## src/rtl/core/crtc_beam_timing_with_port_core_assert.svh

```systemverilog
// Assertion macros shared by the CRTC core.
`ifndef CRTC_BEAM_TIMING_WITH_PORT_CORE_ASSERT_SVH
`define CRTC_BEAM_TIMING_WITH_PORT_CORE_ASSERT_SVH

// Condition must hold at every clock edge outside reset.
`define CRTC_ASSERT_ALWAYS(name, cond, msg) \
    name: assert property (@(posedge clk) disable iff (!rst_n) (cond)) else $error(msg);

// Antecedent in one cycle implies the consequent in the same cycle.
`define CRTC_ASSERT_IMPLY(name, ante, cons, msg) \
    name: assert property (@(posedge clk) disable iff (!rst_n) (ante) |-> (cons)) \
        else $error(msg);

// Antecedent in one cycle implies the consequent in the next cycle.
`define CRTC_ASSERT_NEXT(name, ante, cons, msg) \
    name: assert property (@(posedge clk) disable iff (!rst_n) (ante) |=> (cons)) \
        else $error(msg);

`endif

```

## src/rtl/core/crtc_pkg.sv

```systemverilog
// Types, codes and helper functions of the CRTC core.
package crtc_pkg;

    localparam int NUM_TIMING_REGS = 18;
    localparam int IDX_W           = 5;

    typedef enum logic [1:0] {
        REQ_TICK  = 2'd0,
        REQ_READ  = 2'd1,
        REQ_WRITE = 2'd2
    } crtc_req_t;

    // Port offsets above the index/data pairs.
    localparam logic [3:0] PORT_MODE   = 4'd8;
    localparam logic [3:0] PORT_COLOR  = 4'd9;
    localparam logic [3:0] PORT_STATUS = 4'd10;
    localparam logic [3:0] PORT_SPARE0 = 4'd11;
    localparam logic [3:0] PORT_SPARE1 = 4'd12;

    // Timing register numbers.
    localparam logic [IDX_W-1:0] REG_H_TOTAL   = 5'd0;
    localparam logic [IDX_W-1:0] REG_H_DISP    = 5'd1;
    localparam logic [IDX_W-1:0] REG_V_TOTAL   = 5'd4;
    localparam logic [IDX_W-1:0] REG_V_ADJ     = 5'd5;
    localparam logic [IDX_W-1:0] REG_V_DISP    = 5'd6;
    localparam logic [IDX_W-1:0] REG_V_SYNC    = 5'd7;
    localparam logic [IDX_W-1:0] REG_MAX_SCAN  = 5'd9;
    localparam logic [IDX_W-1:0] REG_CUR_START = 5'd10;
    localparam logic [IDX_W-1:0] REG_CUR_END   = 5'd11;
    localparam logic [IDX_W-1:0] REG_START_HI  = 5'd12;
    localparam logic [IDX_W-1:0] REG_START_LO  = 5'd13;

    localparam logic [7:0] ZERO_WIDTH_STRIDE = 8'd80;
    localparam logic [3:0] DOTS_PER_TICK     = 4'd3;
    localparam logic [3:0] ACCESS_OFFSET     = 4'd5;

    typedef logic [NUM_TIMING_REGS-1:0][7:0] crtc_regfile_t;

    typedef struct packed {
        logic [7:0]  h_total;
        logic [7:0]  h_disp;
        logic [6:0]  v_total;
        logic [4:0]  v_adj;
        logic [6:0]  v_disp;
        logic [6:0]  v_sync;
        logic [4:0]  max_scan;
        logic [13:0] frame_start;
        logic        hires;
    } crtc_cfg_t;

    typedef struct packed {
        logic disp_off;
        logic vsync;
    } crtc_status_t;

    typedef struct packed {
        logic [13:0] mem_address;
        logic [4:0]  row_scan;
        logic [6:0]  row_count;
        logic [7:0]  char_count;
        logic        vsync;
        logic        line_done;
        logic [3:0]  wait_clocks;
    } crtc_beam_t;

    // Bus wait clocks: ceil((d + 9) / 3) for a distance d of 0 to 15 dots.
    function automatic logic [3:0] wait_lookup(input logic [3:0] d);
        logic [3:0] w;
        if (d == 4'd0)
            w = 4'd3;
        else if (d <= 4'd3)
            w = 4'd4;
        else if (d <= 4'd6)
            w = 4'd5;
        else if (d <= 4'd9)
            w = 4'd6;
        else if (d <= 4'd12)
            w = 4'd7;
        else
            w = 4'd8;
        return w;
    endfunction

endpackage

```

## src/rtl/core/crtc_if.sv

```systemverilog
// Request and response channel interfaces of the CRTC core.
interface crtc_req_if;
    logic       valid;
    logic       ready;
    logic [1:0] req_type;
    logic [3:0] port_offset;
    logic [7:0] write_data;

    modport source (output valid, output req_type, output port_offset, output write_data,
                    input ready);
    modport sink (input valid, input req_type, input port_offset, input write_data,
                  output ready);
endinterface

interface crtc_rsp_if;
    logic        valid;
    logic        ready;
    logic [7:0]  read_data;
    logic [13:0] mem_address;
    logic [4:0]  row_scan;
    logic [6:0]  row_count;
    logic [7:0]  char_count;
    logic        display_on;
    logic        vsync_active;
    logic        line_done;
    logic [3:0]  wait_clocks;

    modport source (output valid, output read_data, output mem_address, output row_scan,
                    output row_count, output char_count, output display_on,
                    output vsync_active, output line_done, output wait_clocks,
                    input ready);
    modport sink (input valid, input read_data, input mem_address, input row_scan,
                  input row_count, input char_count, input display_on,
                  input vsync_active, input line_done, input wait_clocks,
                  output ready);
endinterface

```

## src/rtl/core/crtc_regs.sv

```systemverilog
// Port window: index register, timing register file, mode flag and read mux.
module crtc_regs
    import crtc_pkg::*;
(
    input  logic         clk,
    input  logic         rst_n,
    input  logic         go,
    input  logic [1:0]   req_type,
    input  logic [3:0]   port_offset,
    input  logic [7:0]   write_data,
    input  crtc_status_t status,
    output crtc_cfg_t    cfg,
    output crtc_cfg_t    cfg_next,
    output logic [7:0]   read_data
);

    crtc_regfile_t    regs_reg;
    crtc_regfile_t    regs_next;
    logic [IDX_W-1:0] index_reg;
    logic [IDX_W-1:0] index_next;
    logic             hires_reg;
    logic             hires_next;
    logic             index_valid;
    logic [7:0]       masked_data;

    function automatic crtc_cfg_t cfg_of(input crtc_regfile_t r, input logic hires);
        crtc_cfg_t c;
        c.h_total     = r[REG_H_TOTAL];
        c.h_disp      = r[REG_H_DISP];
        c.v_total     = r[REG_V_TOTAL][6:0];
        c.v_adj       = r[REG_V_ADJ][4:0];
        c.v_disp      = r[REG_V_DISP][6:0];
        c.v_sync      = r[REG_V_SYNC][6:0];
        c.max_scan    = r[REG_MAX_SCAN][4:0];
        c.frame_start = {r[REG_START_HI][5:0], r[REG_START_LO]};
        c.hires       = hires;
        return c;
    endfunction

    assign index_valid = (index_reg < IDX_W'(NUM_TIMING_REGS));

    always_comb
    begin
        case (index_reg) inside
            REG_V_TOTAL, REG_V_DISP:     masked_data = write_data & 8'h7F;
            REG_MAX_SCAN, REG_CUR_END:   masked_data = write_data & 8'h1F;
            REG_CUR_START, REG_START_HI: masked_data = write_data & 8'h3F;
            default:                     masked_data = write_data;
        endcase
    end

    // The offsets below eight alternate between index (even) and data (odd).
    always_comb
    begin
        regs_next  = regs_reg;
        index_next = index_reg;
        hires_next = hires_reg;
        if (go && req_type == REQ_WRITE)
        begin
            if (!port_offset[3])
            begin
                if (!port_offset[0])
                    index_next = write_data[IDX_W-1:0];
                else if (index_valid)
                    regs_next[index_reg] = masked_data;
            end
            else if (port_offset == PORT_MODE)
            begin
                hires_next = write_data[0] | write_data[4];
            end
        end
    end

    always_comb
    begin
        read_data = 8'h00;
        if (req_type == REQ_READ)
        begin
            if (!port_offset[3])
            begin
                if (!port_offset[0])
                    read_data = {{(8-IDX_W){1'b0}}, index_reg};
                else if (index_valid)
                    read_data = regs_reg[index_reg];
            end
            else
            begin
                case (port_offset) inside
                    PORT_STATUS:
                        read_data = {4'b0000, status.vsync, 2'b00, status.disp_off};
                    PORT_MODE, PORT_COLOR, PORT_SPARE0, PORT_SPARE1:
                        read_data = 8'h00;
                    default:
                        read_data = 8'hFF;
                endcase
            end
        end
    end

    assign cfg      = cfg_of(regs_reg, hires_reg);
    assign cfg_next = cfg_of(regs_next, hires_next);

    always_ff @(posedge clk or negedge rst_n)
    begin
        if (!rst_n)
        begin
            regs_reg  <= '0;
            index_reg <= '0;
            hires_reg <= 1'b0;
        end
        else
        begin
            regs_reg  <= regs_next;
            index_reg <= index_next;
            hires_reg <= hires_next;
        end
    end

endmodule

```

## src/rtl/core/crtc_timing.sv

```systemverilog
// Beam counters: dot, character, scanline, row, adjust, vsync and access phase.
module crtc_timing
    import crtc_pkg::*;
#(
    parameter int VSYNC_LENGTH = 16
)
(
    input  logic         clk,
    input  logic         rst_n,
    input  logic         tick,
    input  crtc_cfg_t    cfg,
    output crtc_beam_t   beam,
    output crtc_status_t status
);

    localparam int LINES_W = $clog2(VSYNC_LENGTH + 1);

    logic [4:0]         dot_reg,      dot_next;
    logic [7:0]         char_reg,     char_next;
    logic [4:0]         scan_reg,     scan_next;
    logic [6:0]         row_reg,      row_next;
    logic [13:0]        addr_reg,     addr_next;
    logic [4:0]         adjust_reg,   adjust_next;
    logic               in_adjust_reg, in_adjust_next;
    logic               vsync_reg,    vsync_next;
    logic [LINES_W-1:0] lines_reg,    lines_next;
    logic [3:0]         phase_reg,    phase_next;

    logic [4:0] per_char;
    logic [4:0] dot_sum;
    logic       char_step;
    logic [8:0] char_inc;
    logic       line_end;
    logic [7:0] stride;
    logic [5:0] adjust_inc;

    assign per_char   = cfg.hires ? 5'd8 : 5'd16;
    assign dot_sum    = dot_reg + 5'(DOTS_PER_TICK);
    assign char_step  = tick && (dot_sum >= per_char);
    assign char_inc   = {1'b0, char_reg} + 9'd1;
    assign line_end   = char_step && (char_inc > {1'b0, cfg.h_total});
    assign stride     = (cfg.h_disp == 8'd0) ? ZERO_WIDTH_STRIDE : cfg.h_disp;
    assign adjust_inc = {1'b0, adjust_reg} + 6'd1;

    always_comb
    begin
        dot_next       = dot_reg;
        char_next      = char_reg;
        scan_next      = scan_reg;
        row_next       = row_reg;
        addr_next      = addr_reg;
        adjust_next    = adjust_reg;
        in_adjust_next = in_adjust_reg;
        vsync_next     = vsync_reg;
        lines_next     = lines_reg;
        phase_next     = phase_reg;

        if (tick)
        begin
            phase_next = phase_reg + DOTS_PER_TICK;
            dot_next   = char_step ? (dot_sum - per_char) : dot_sum;
        end

        if (char_step)
            char_next = line_end ? 8'd0 : char_inc[7:0];

        if (line_end)
        begin
            if (in_adjust_reg)
            begin
                adjust_next = adjust_inc[4:0];
                if (adjust_inc >= {1'b0, cfg.v_adj})
                begin
                    in_adjust_next = 1'b0;
                    adjust_next    = 5'd0;
                    row_next       = 7'd0;
                    scan_next      = 5'd0;
                    addr_next      = cfg.frame_start;
                end
            end
            else if (scan_reg >= cfg.max_scan)
            begin
                scan_next = 5'd0;
                if (row_reg == cfg.v_total)
                begin
                    if (cfg.v_adj == 5'd0)
                    begin
                        row_next  = 7'd0;
                        addr_next = cfg.frame_start;
                    end
                    else
                    begin
                        in_adjust_next = 1'b1;
                        adjust_next    = 5'd0;
                    end
                end
                else
                begin
                    row_next  = row_reg + 7'd1;
                    addr_next = addr_reg + {6'd0, stride};
                end
            end
            else
            begin
                scan_next = scan_reg + 5'd1;
            end

            // Sync starts on the first scanline of the sync row and counts lines.
            if (!vsync_reg && row_next == cfg.v_sync && scan_next == 5'd0)
            begin
                vsync_next = 1'b1;
                lines_next = '0;
            end
            if (vsync_next)
            begin
                lines_next = lines_next + 1'b1;
                if (lines_next >= LINES_W'(VSYNC_LENGTH))
                    vsync_next = 1'b0;
            end
        end
    end

    always_ff @(posedge clk or negedge rst_n)
    begin
        if (!rst_n)
        begin
            dot_reg       <= '0;
            char_reg      <= '0;
            scan_reg      <= '0;
            row_reg       <= '0;
            addr_reg      <= '0;
            adjust_reg    <= '0;
            in_adjust_reg <= 1'b0;
            vsync_reg     <= 1'b0;
            lines_reg     <= '0;
            phase_reg     <= '0;
        end
        else
        begin
            dot_reg       <= dot_next;
            char_reg      <= char_next;
            scan_reg      <= scan_next;
            row_reg       <= row_next;
            addr_reg      <= addr_next;
            adjust_reg    <= adjust_next;
            in_adjust_reg <= in_adjust_next;
            vsync_reg     <= vsync_next;
            lines_reg     <= lines_next;
            phase_reg     <= phase_next;
        end
    end

    assign beam.mem_address = addr_next;
    assign beam.row_scan    = scan_next;
    assign beam.row_count   = row_next;
    assign beam.char_count  = char_next;
    assign beam.vsync       = vsync_next;
    assign beam.line_done   = line_end;
    assign beam.wait_clocks = wait_lookup(ACCESS_OFFSET - phase_next);

    assign status.disp_off = (char_reg >= cfg.h_disp) || ({1'b0, row_reg} >= {1'b0, cfg.v_disp});
    assign status.vsync    = vsync_reg;

endmodule

```

## src/rtl/core/crtc_beam_timing_with_port_core.sv

```systemverilog
// A word taken into the input register moves on into the result register once that is empty or being taken.
// Throughput: one word per cycle while rsp.ready holds, ticks, port reads and port writes alike.
// The input register frees itself whenever the result register is empty or being taken.
// Reset (rst_n, asynchronous, active low) clears all timing registers, counters and valids.
// No clearing pass follows reset; the first word can be taken as soon as reset is released.
`include "crtc_beam_timing_with_port_core_assert.svh"

module crtc_beam_timing_with_port_core
    import crtc_pkg::*;
#(
    parameter int VSYNC_LENGTH = 16
)
(
    input  logic       clk,
    input  logic       rst_n,
    crtc_req_if.sink   req,
    crtc_rsp_if.source rsp
);

    logic       s1_valid_reg;
    logic [1:0] s1_req_reg;
    logic [3:0] s1_port_reg;
    logic [7:0] s1_data_reg;

    logic        out_valid_reg;
    logic        out_valid_next;
    logic [7:0]  out_read_reg;
    crtc_beam_t  out_beam_reg;
    logic        out_disp_reg;

    logic         go;
    logic         tick;
    logic         take;
    crtc_cfg_t    cfg;
    crtc_cfg_t    cfg_next;
    crtc_status_t status;
    crtc_beam_t   beam;
    logic [7:0]   read_data;
    logic         disp_next;

    assign go   = s1_valid_reg && (!out_valid_reg || rsp.ready);
    assign tick = go && (s1_req_reg == REQ_TICK);
    assign take = req.valid && req.ready;

    assign req.ready = !s1_valid_reg || go;

    crtc_regs u_regs (
        .clk         (clk),
        .rst_n       (rst_n),
        .go          (go),
        .req_type    (s1_req_reg),
        .port_offset (s1_port_reg),
        .write_data  (s1_data_reg),
        .status      (status),
        .cfg         (cfg),
        .cfg_next    (cfg_next),
        .read_data   (read_data)
    );

    crtc_timing #(
        .VSYNC_LENGTH (VSYNC_LENGTH)
    ) u_timing (
        .clk    (clk),
        .rst_n  (rst_n),
        .tick   (tick),
        .cfg    (cfg),
        .beam   (beam),
        .status (status)
    );

    // Display enable is judged on the state left behind by this word.
    assign disp_next = (beam.char_count < cfg_next.h_disp) &&
                       ({1'b0, beam.row_count} < {1'b0, cfg_next.v_disp});

    always_comb
    begin
        if (go)
            out_valid_next = 1'b1;
        else if (rsp.ready)
            out_valid_next = 1'b0;
        else
            out_valid_next = out_valid_reg;
    end

    always_ff @(posedge clk or negedge rst_n)
    begin
        if (!rst_n)
        begin
            s1_valid_reg  <= 1'b0;
            out_valid_reg <= 1'b0;
        end
        else
        begin
            if (req.ready)
                s1_valid_reg <= req.valid;
            out_valid_reg <= out_valid_next;
        end
    end

    always_ff @(posedge clk)
    begin
        if (take)
        begin
            s1_req_reg  <= req.req_type;
            s1_port_reg <= req.port_offset;
            s1_data_reg <= req.write_data;
        end
        if (go)
        begin
            out_read_reg <= read_data;
            out_beam_reg <= beam;
            out_disp_reg <= disp_next;
        end
    end

    assign rsp.valid        = out_valid_reg;
    assign rsp.read_data    = out_read_reg;
    assign rsp.mem_address  = out_beam_reg.mem_address;
    assign rsp.row_scan     = out_beam_reg.row_scan;
    assign rsp.row_count    = out_beam_reg.row_count;
    assign rsp.char_count   = out_beam_reg.char_count;
    assign rsp.display_on   = out_disp_reg;
    assign rsp.vsync_active = out_beam_reg.vsync;
    assign rsp.line_done    = out_beam_reg.line_done;
    assign rsp.wait_clocks  = out_beam_reg.wait_clocks;

    `CRTC_ASSERT_IMPLY(a_line_done_char_zero, go && beam.line_done, beam.char_count == 8'd0, "scanline ended without clearing the character counter")
    `CRTC_ASSERT_IMPLY(a_vsync_rise_on_line, go && beam.vsync && !status.vsync, beam.line_done, "vertical sync started away from a scanline end")
    `CRTC_ASSERT_IMPLY(a_wait_range, out_valid_reg, out_beam_reg.wait_clocks >= 4'd3 && out_beam_reg.wait_clocks <= 4'd8, "wait count out of range")
    `CRTC_ASSERT_NEXT(a_stage_holds, s1_valid_reg && !go, s1_valid_reg, "stalled input word was dropped")

endmodule
```

## src/flat_wrapper.sv

```systemverilog
// flat-port wrapper written by rule: the top's interface ports become plain ports
module crtc_beam_timing_with_port_core_flat import crtc_pkg::*;
#(
    parameter int VSYNC_LENGTH = 16
)
  (clk, rst_n, req_valid, req_req_type, req_port_offset, req_write_data, req_ready, rsp_valid, rsp_read_data, rsp_mem_address, rsp_row_scan, rsp_row_count, rsp_char_count, rsp_display_on, rsp_vsync_active, rsp_line_done, rsp_wait_clocks, rsp_ready);
  crtc_req_if req_i ();
  crtc_rsp_if rsp_i ();
  input  logic clk;
  input  logic rst_n;
  input wire logic [$bits(req_i.valid)-1:0] req_valid;
  input wire logic [$bits(req_i.req_type)-1:0] req_req_type;
  input wire logic [$bits(req_i.port_offset)-1:0] req_port_offset;
  input wire logic [$bits(req_i.write_data)-1:0] req_write_data;
  output wire logic [$bits(req_i.ready)-1:0] req_ready;
  output wire logic [$bits(rsp_i.valid)-1:0] rsp_valid;
  output wire logic [$bits(rsp_i.read_data)-1:0] rsp_read_data;
  output wire logic [$bits(rsp_i.mem_address)-1:0] rsp_mem_address;
  output wire logic [$bits(rsp_i.row_scan)-1:0] rsp_row_scan;
  output wire logic [$bits(rsp_i.row_count)-1:0] rsp_row_count;
  output wire logic [$bits(rsp_i.char_count)-1:0] rsp_char_count;
  output wire logic [$bits(rsp_i.display_on)-1:0] rsp_display_on;
  output wire logic [$bits(rsp_i.vsync_active)-1:0] rsp_vsync_active;
  output wire logic [$bits(rsp_i.line_done)-1:0] rsp_line_done;
  output wire logic [$bits(rsp_i.wait_clocks)-1:0] rsp_wait_clocks;
  input wire logic [$bits(rsp_i.ready)-1:0] rsp_ready;
  assign req_i.valid = req_valid;
  assign req_i.req_type = req_req_type;
  assign req_i.port_offset = req_port_offset;
  assign req_i.write_data = req_write_data;
  assign req_ready = req_i.ready;
  assign rsp_valid = rsp_i.valid;
  assign rsp_read_data = rsp_i.read_data;
  assign rsp_mem_address = rsp_i.mem_address;
  assign rsp_row_scan = rsp_i.row_scan;
  assign rsp_row_count = rsp_i.row_count;
  assign rsp_char_count = rsp_i.char_count;
  assign rsp_display_on = rsp_i.display_on;
  assign rsp_vsync_active = rsp_i.vsync_active;
  assign rsp_line_done = rsp_i.line_done;
  assign rsp_wait_clocks = rsp_i.wait_clocks;
  assign rsp_i.ready = rsp_ready;
  crtc_beam_timing_with_port_core #(.VSYNC_LENGTH(VSYNC_LENGTH)) u_core (.clk(clk), .rst_n(rst_n), .req(req_i), .rsp(rsp_i));
endmodule
```

## config.mk

```make
export PLATFORM = sky130hd
export DESIGN_NAME = crtc_beam_timing_with_port_core_flat
export DESIGN_NICKNAME = d
export VERILOG_FILES = /design/src/rtl/core/crtc_pkg.sv /design/src/rtl/core/crtc_if.sv /design/src/rtl/core/crtc_regs.sv /design/src/rtl/core/crtc_timing.sv /design/src/rtl/core/crtc_beam_timing_with_port_core.sv /design/src/flat_wrapper.sv
export VERILOG_INCLUDE_DIRS = /design/src /design/src/rtl/core
export SDC_FILE = /design/constraint.sdc
export NUM_CORES = 1
export LEC_CHECK = 0
export ABC_CLOCK_PERIOD_IN_PS = 5350
export BUFFER_PORTS_ARGS = -buffer_cell sky130_fd_sc_hd__buf_2
export CAP_MARGIN = 5
export CORE_AREA = 3 3 200 202
export DETAILED_ROUTE_END_ITERATION = 10
export DIE_AREA = 0 0 203 205
export PLACE_DENSITY = 0.56
export SYNTH_ARGS = -nofsm -noshare
export SYNTH_HDL_FRONTEND = slang
export SYNTH_HIERARCHICAL = 1
export SYNTH_SLANG_ARGS = --single-unit
```

## constraint.sdc

```tcl
create_clock -name clk -period 5.35 [get_ports clk]
set_input_delay 0.2675 -clock clk [delete_from_list [all_inputs] [get_ports clk]]
set_output_delay 0.2675 -clock clk [all_outputs]
set_load 0.05 [all_outputs]
```

==> results.py <==
metrics = {
    "clocking": {
        "ctsLongestPathBuffers": 3,
        "cts_setup_buffers": 0,
        "clkSinkCount": 270,
        "path_clk_slew_ns": 0.06,
        "h-tree-depth": 1,
        "cts_tree": "yes",
        "root_buffer": "clkbuf_16",
        "cts-buffers-inserted": 31,
        "insertion_delay_ns": 0.59,
    },
    "synthesis": {
        "syn_area_per_cell_um2": 11.3,
        "syn_area_mm2": 0.0153,
        "syn_inst": 1355,
        "syn_nets": 1441,
        "yosysWarnings": 6,
    },
    "floorplanning": {
        "std_cell_rows": 72,
        "die-area_mm2": 0.0416,
        "start_util_pct": 39.9,
        "io_pins": 69,
        "core_mm2": 0.0385,
        "die_w_um": 203,
        "dieHeight_um": 205,
    },
    "timing": {
        "rsz0062_at_grt": "no",
        "finalHoldViolations": 0,
        "fmax_mhz": 203,
        "setup_ws_ns": 0.421,
        "slew_headroom_pct": 39.2,
        "setup_tns_ns": 0,
        "finalCriticalPeriod_ns": 4.93,
        "tightest_slew_ns": 0.906,
        "hold_ws_ns": 0.286,
        "fin_crit_sh_pct": 92.1,
        "drv_slew": 0,
        "finalClockSkew_ns": 0.0230,
        "setup_viol": 0,
    },
    "pwr": {
        "p_int_mw": 4.47,
        "clkPwrFrac_pct": 28.8,
        "power_density_mw_per_mm2": 423,
        "comb_power_share_pct": 33.9,
        "seqPwrFrac_pct": 37.3,
        "p_switching_mw": 2.70,
        "p_sw_share_pct": 37.7,
        "leakagePower_nw": 7.48,
        "ir_worst_vdd_mv": 0.290,
    },
    "placement": {
        "hpwl_um": 27900,
        "place_ws_ns": 0.333,
        "placed_cells": 1839,
        "routabilityCongestion": 0.908,
        "port_buffers": 68,
    },
    "layout": {
        "num_antenna_cells": 0,
        "largest_register_ffs": 83,
        "finish.utilization_pct": 44.0,
        "drive_above_1_share_pct": 26.2,
        "final_nets": 1458,
        "layout_commonest_cell": "dfrtp_1",
        "syn2layout_area_growth_pct": 10.4,
        "mostFrequentLayoutCells": "dfrtp_1 (206), mux2_2 (156), nand2_1 (88)",
        "instances_no_fill": 1915,
    },
    "global_routing": {
        "antenna_found_initial": 0,
        "grt_pass1_wl_um": 63600,
        "grt_start_max_net_pins": 137,
        "grtUsageTotal_pct": 19.6,
        "overflow": 0,
        "grt_pass1_vias": 10600,
    },
    "job": {
        "max_cap_viol_count": 0,
    },
    "drt": {
        "antenna_left": 0,
        "wl_per_cell_um": 21.1,
        "drt-vias-per-instance": 5.51,
        "drt_iter0_drc": 806,
        "drt-total-wl_um": 40300,
        "vias": 10600,
        "drc": 0,
        "dr.pass1.iters": 5,
    },
    "critical_path": {
        "crit_arrival_ns": 5.25,
        "worstSetupStartpoint": "u_core/u_timing/char_reg[0]",
        "endpoint_kind": "register",
        "cp.required_ns": 5.67,
        "cp_max_fo": 15,
        "setup.worst_path.class": "register to register",
        "rr_startpoint": "u_core/u_timing/char_reg[0]",
        "setup.worst_path.start_class": "register",
    },
    "hold_path": {
        "hp-class": "primary input to asynchronous set/reset pin",
    },
    "outcome": {
        "status": "complete, no violations",
    },
}
## worst max-delay path: stages (launching register included)
cell        delay (ns)
dfrtp_1           0.44
ha_1              0.25
and3_1            0.20
nand3_1           0.15
xnor2_1           0.17
ha_1              0.30
nand4_1           0.09
o22ai_1           0.11
a2111o_1          0.39
nand2_1           0.21
nand2_2           0.26
clkinvlp_4        0.31
nand2_1           0.30
o21ai_0           0.26
o31ai_1           0.17
ha_1              0.31
a31oi_1           0.06
o21ai_0           0.54
a211oi_2          0.15
## power groups by stage
stage	Sequential, mW	Combinational, mW	Clock, mW
floorplan	2.76	1.71	0
global placement	2.71	2.38	0
detailed placement	2.71	2.40	0
finish	2.68	2.43	2.07
global route	2.71	2.65	2.22
CTS	2.67	2.42	2.13
## path summary, 6_finish.rpt
check                                           endpoint  slack, ns  depth (start not counted)
min in group clk                   u_core/s1_data_reg[6]       0.40                          2
max                                u_core/rsp.display_on       0.42                         18
max in group asynchronous     u_core/u_regs/regs_reg[25]       3.83                          3
max reg2reg                        u_core/rsp.display_on       0.42                         18
min reg2reg                   u_core/u_regs/regs_reg[39]       0.48                          1
min                        u_core/u_timing/in_adjust_reg       0.29                          2
## final cells by class
cell class	instances	area (um^2)
Tap cell	518	648
Clock buffer	41	833
Fill cell	3612	21500
Clock inverter	17	155
Sequential cell	270	7080
Multi-Input combinational cell	890	7250
Timing Repair Buffer	108	707
Inverter	71	270
## through the flow
| step | area [um^2] | power, mW |
|---|---|---|
| CTS | 16900 | 7.22 |
| detailed placement | 15800 | 5.11 |
| global route | 16900 | 7.59 |
| floorplan | 15300 | 4.47 |
| finish | 16900 | 7.17 |
| global placement | 15800 | 5.09 |
## layer usage
layer / vias to the layer above / part of all wire (%) / GRT usage, %
li1: 4918 / - / -
met1: 5275 / 47 / 28.4
met2: 292 / 45 / 30.7
met3: 73 / 4.3 / 2.56
met4: 0 / 3.7 / 6.31
met5: - / 0 / 0
## what timing repair did
item,in CTS,in global routing
endpoints found under the hold margin,87,0
setup endpoints to repair,0,1
gates resized for setup,0,1
hold buffers,18,0
Power figures use the tool's default switching activity.
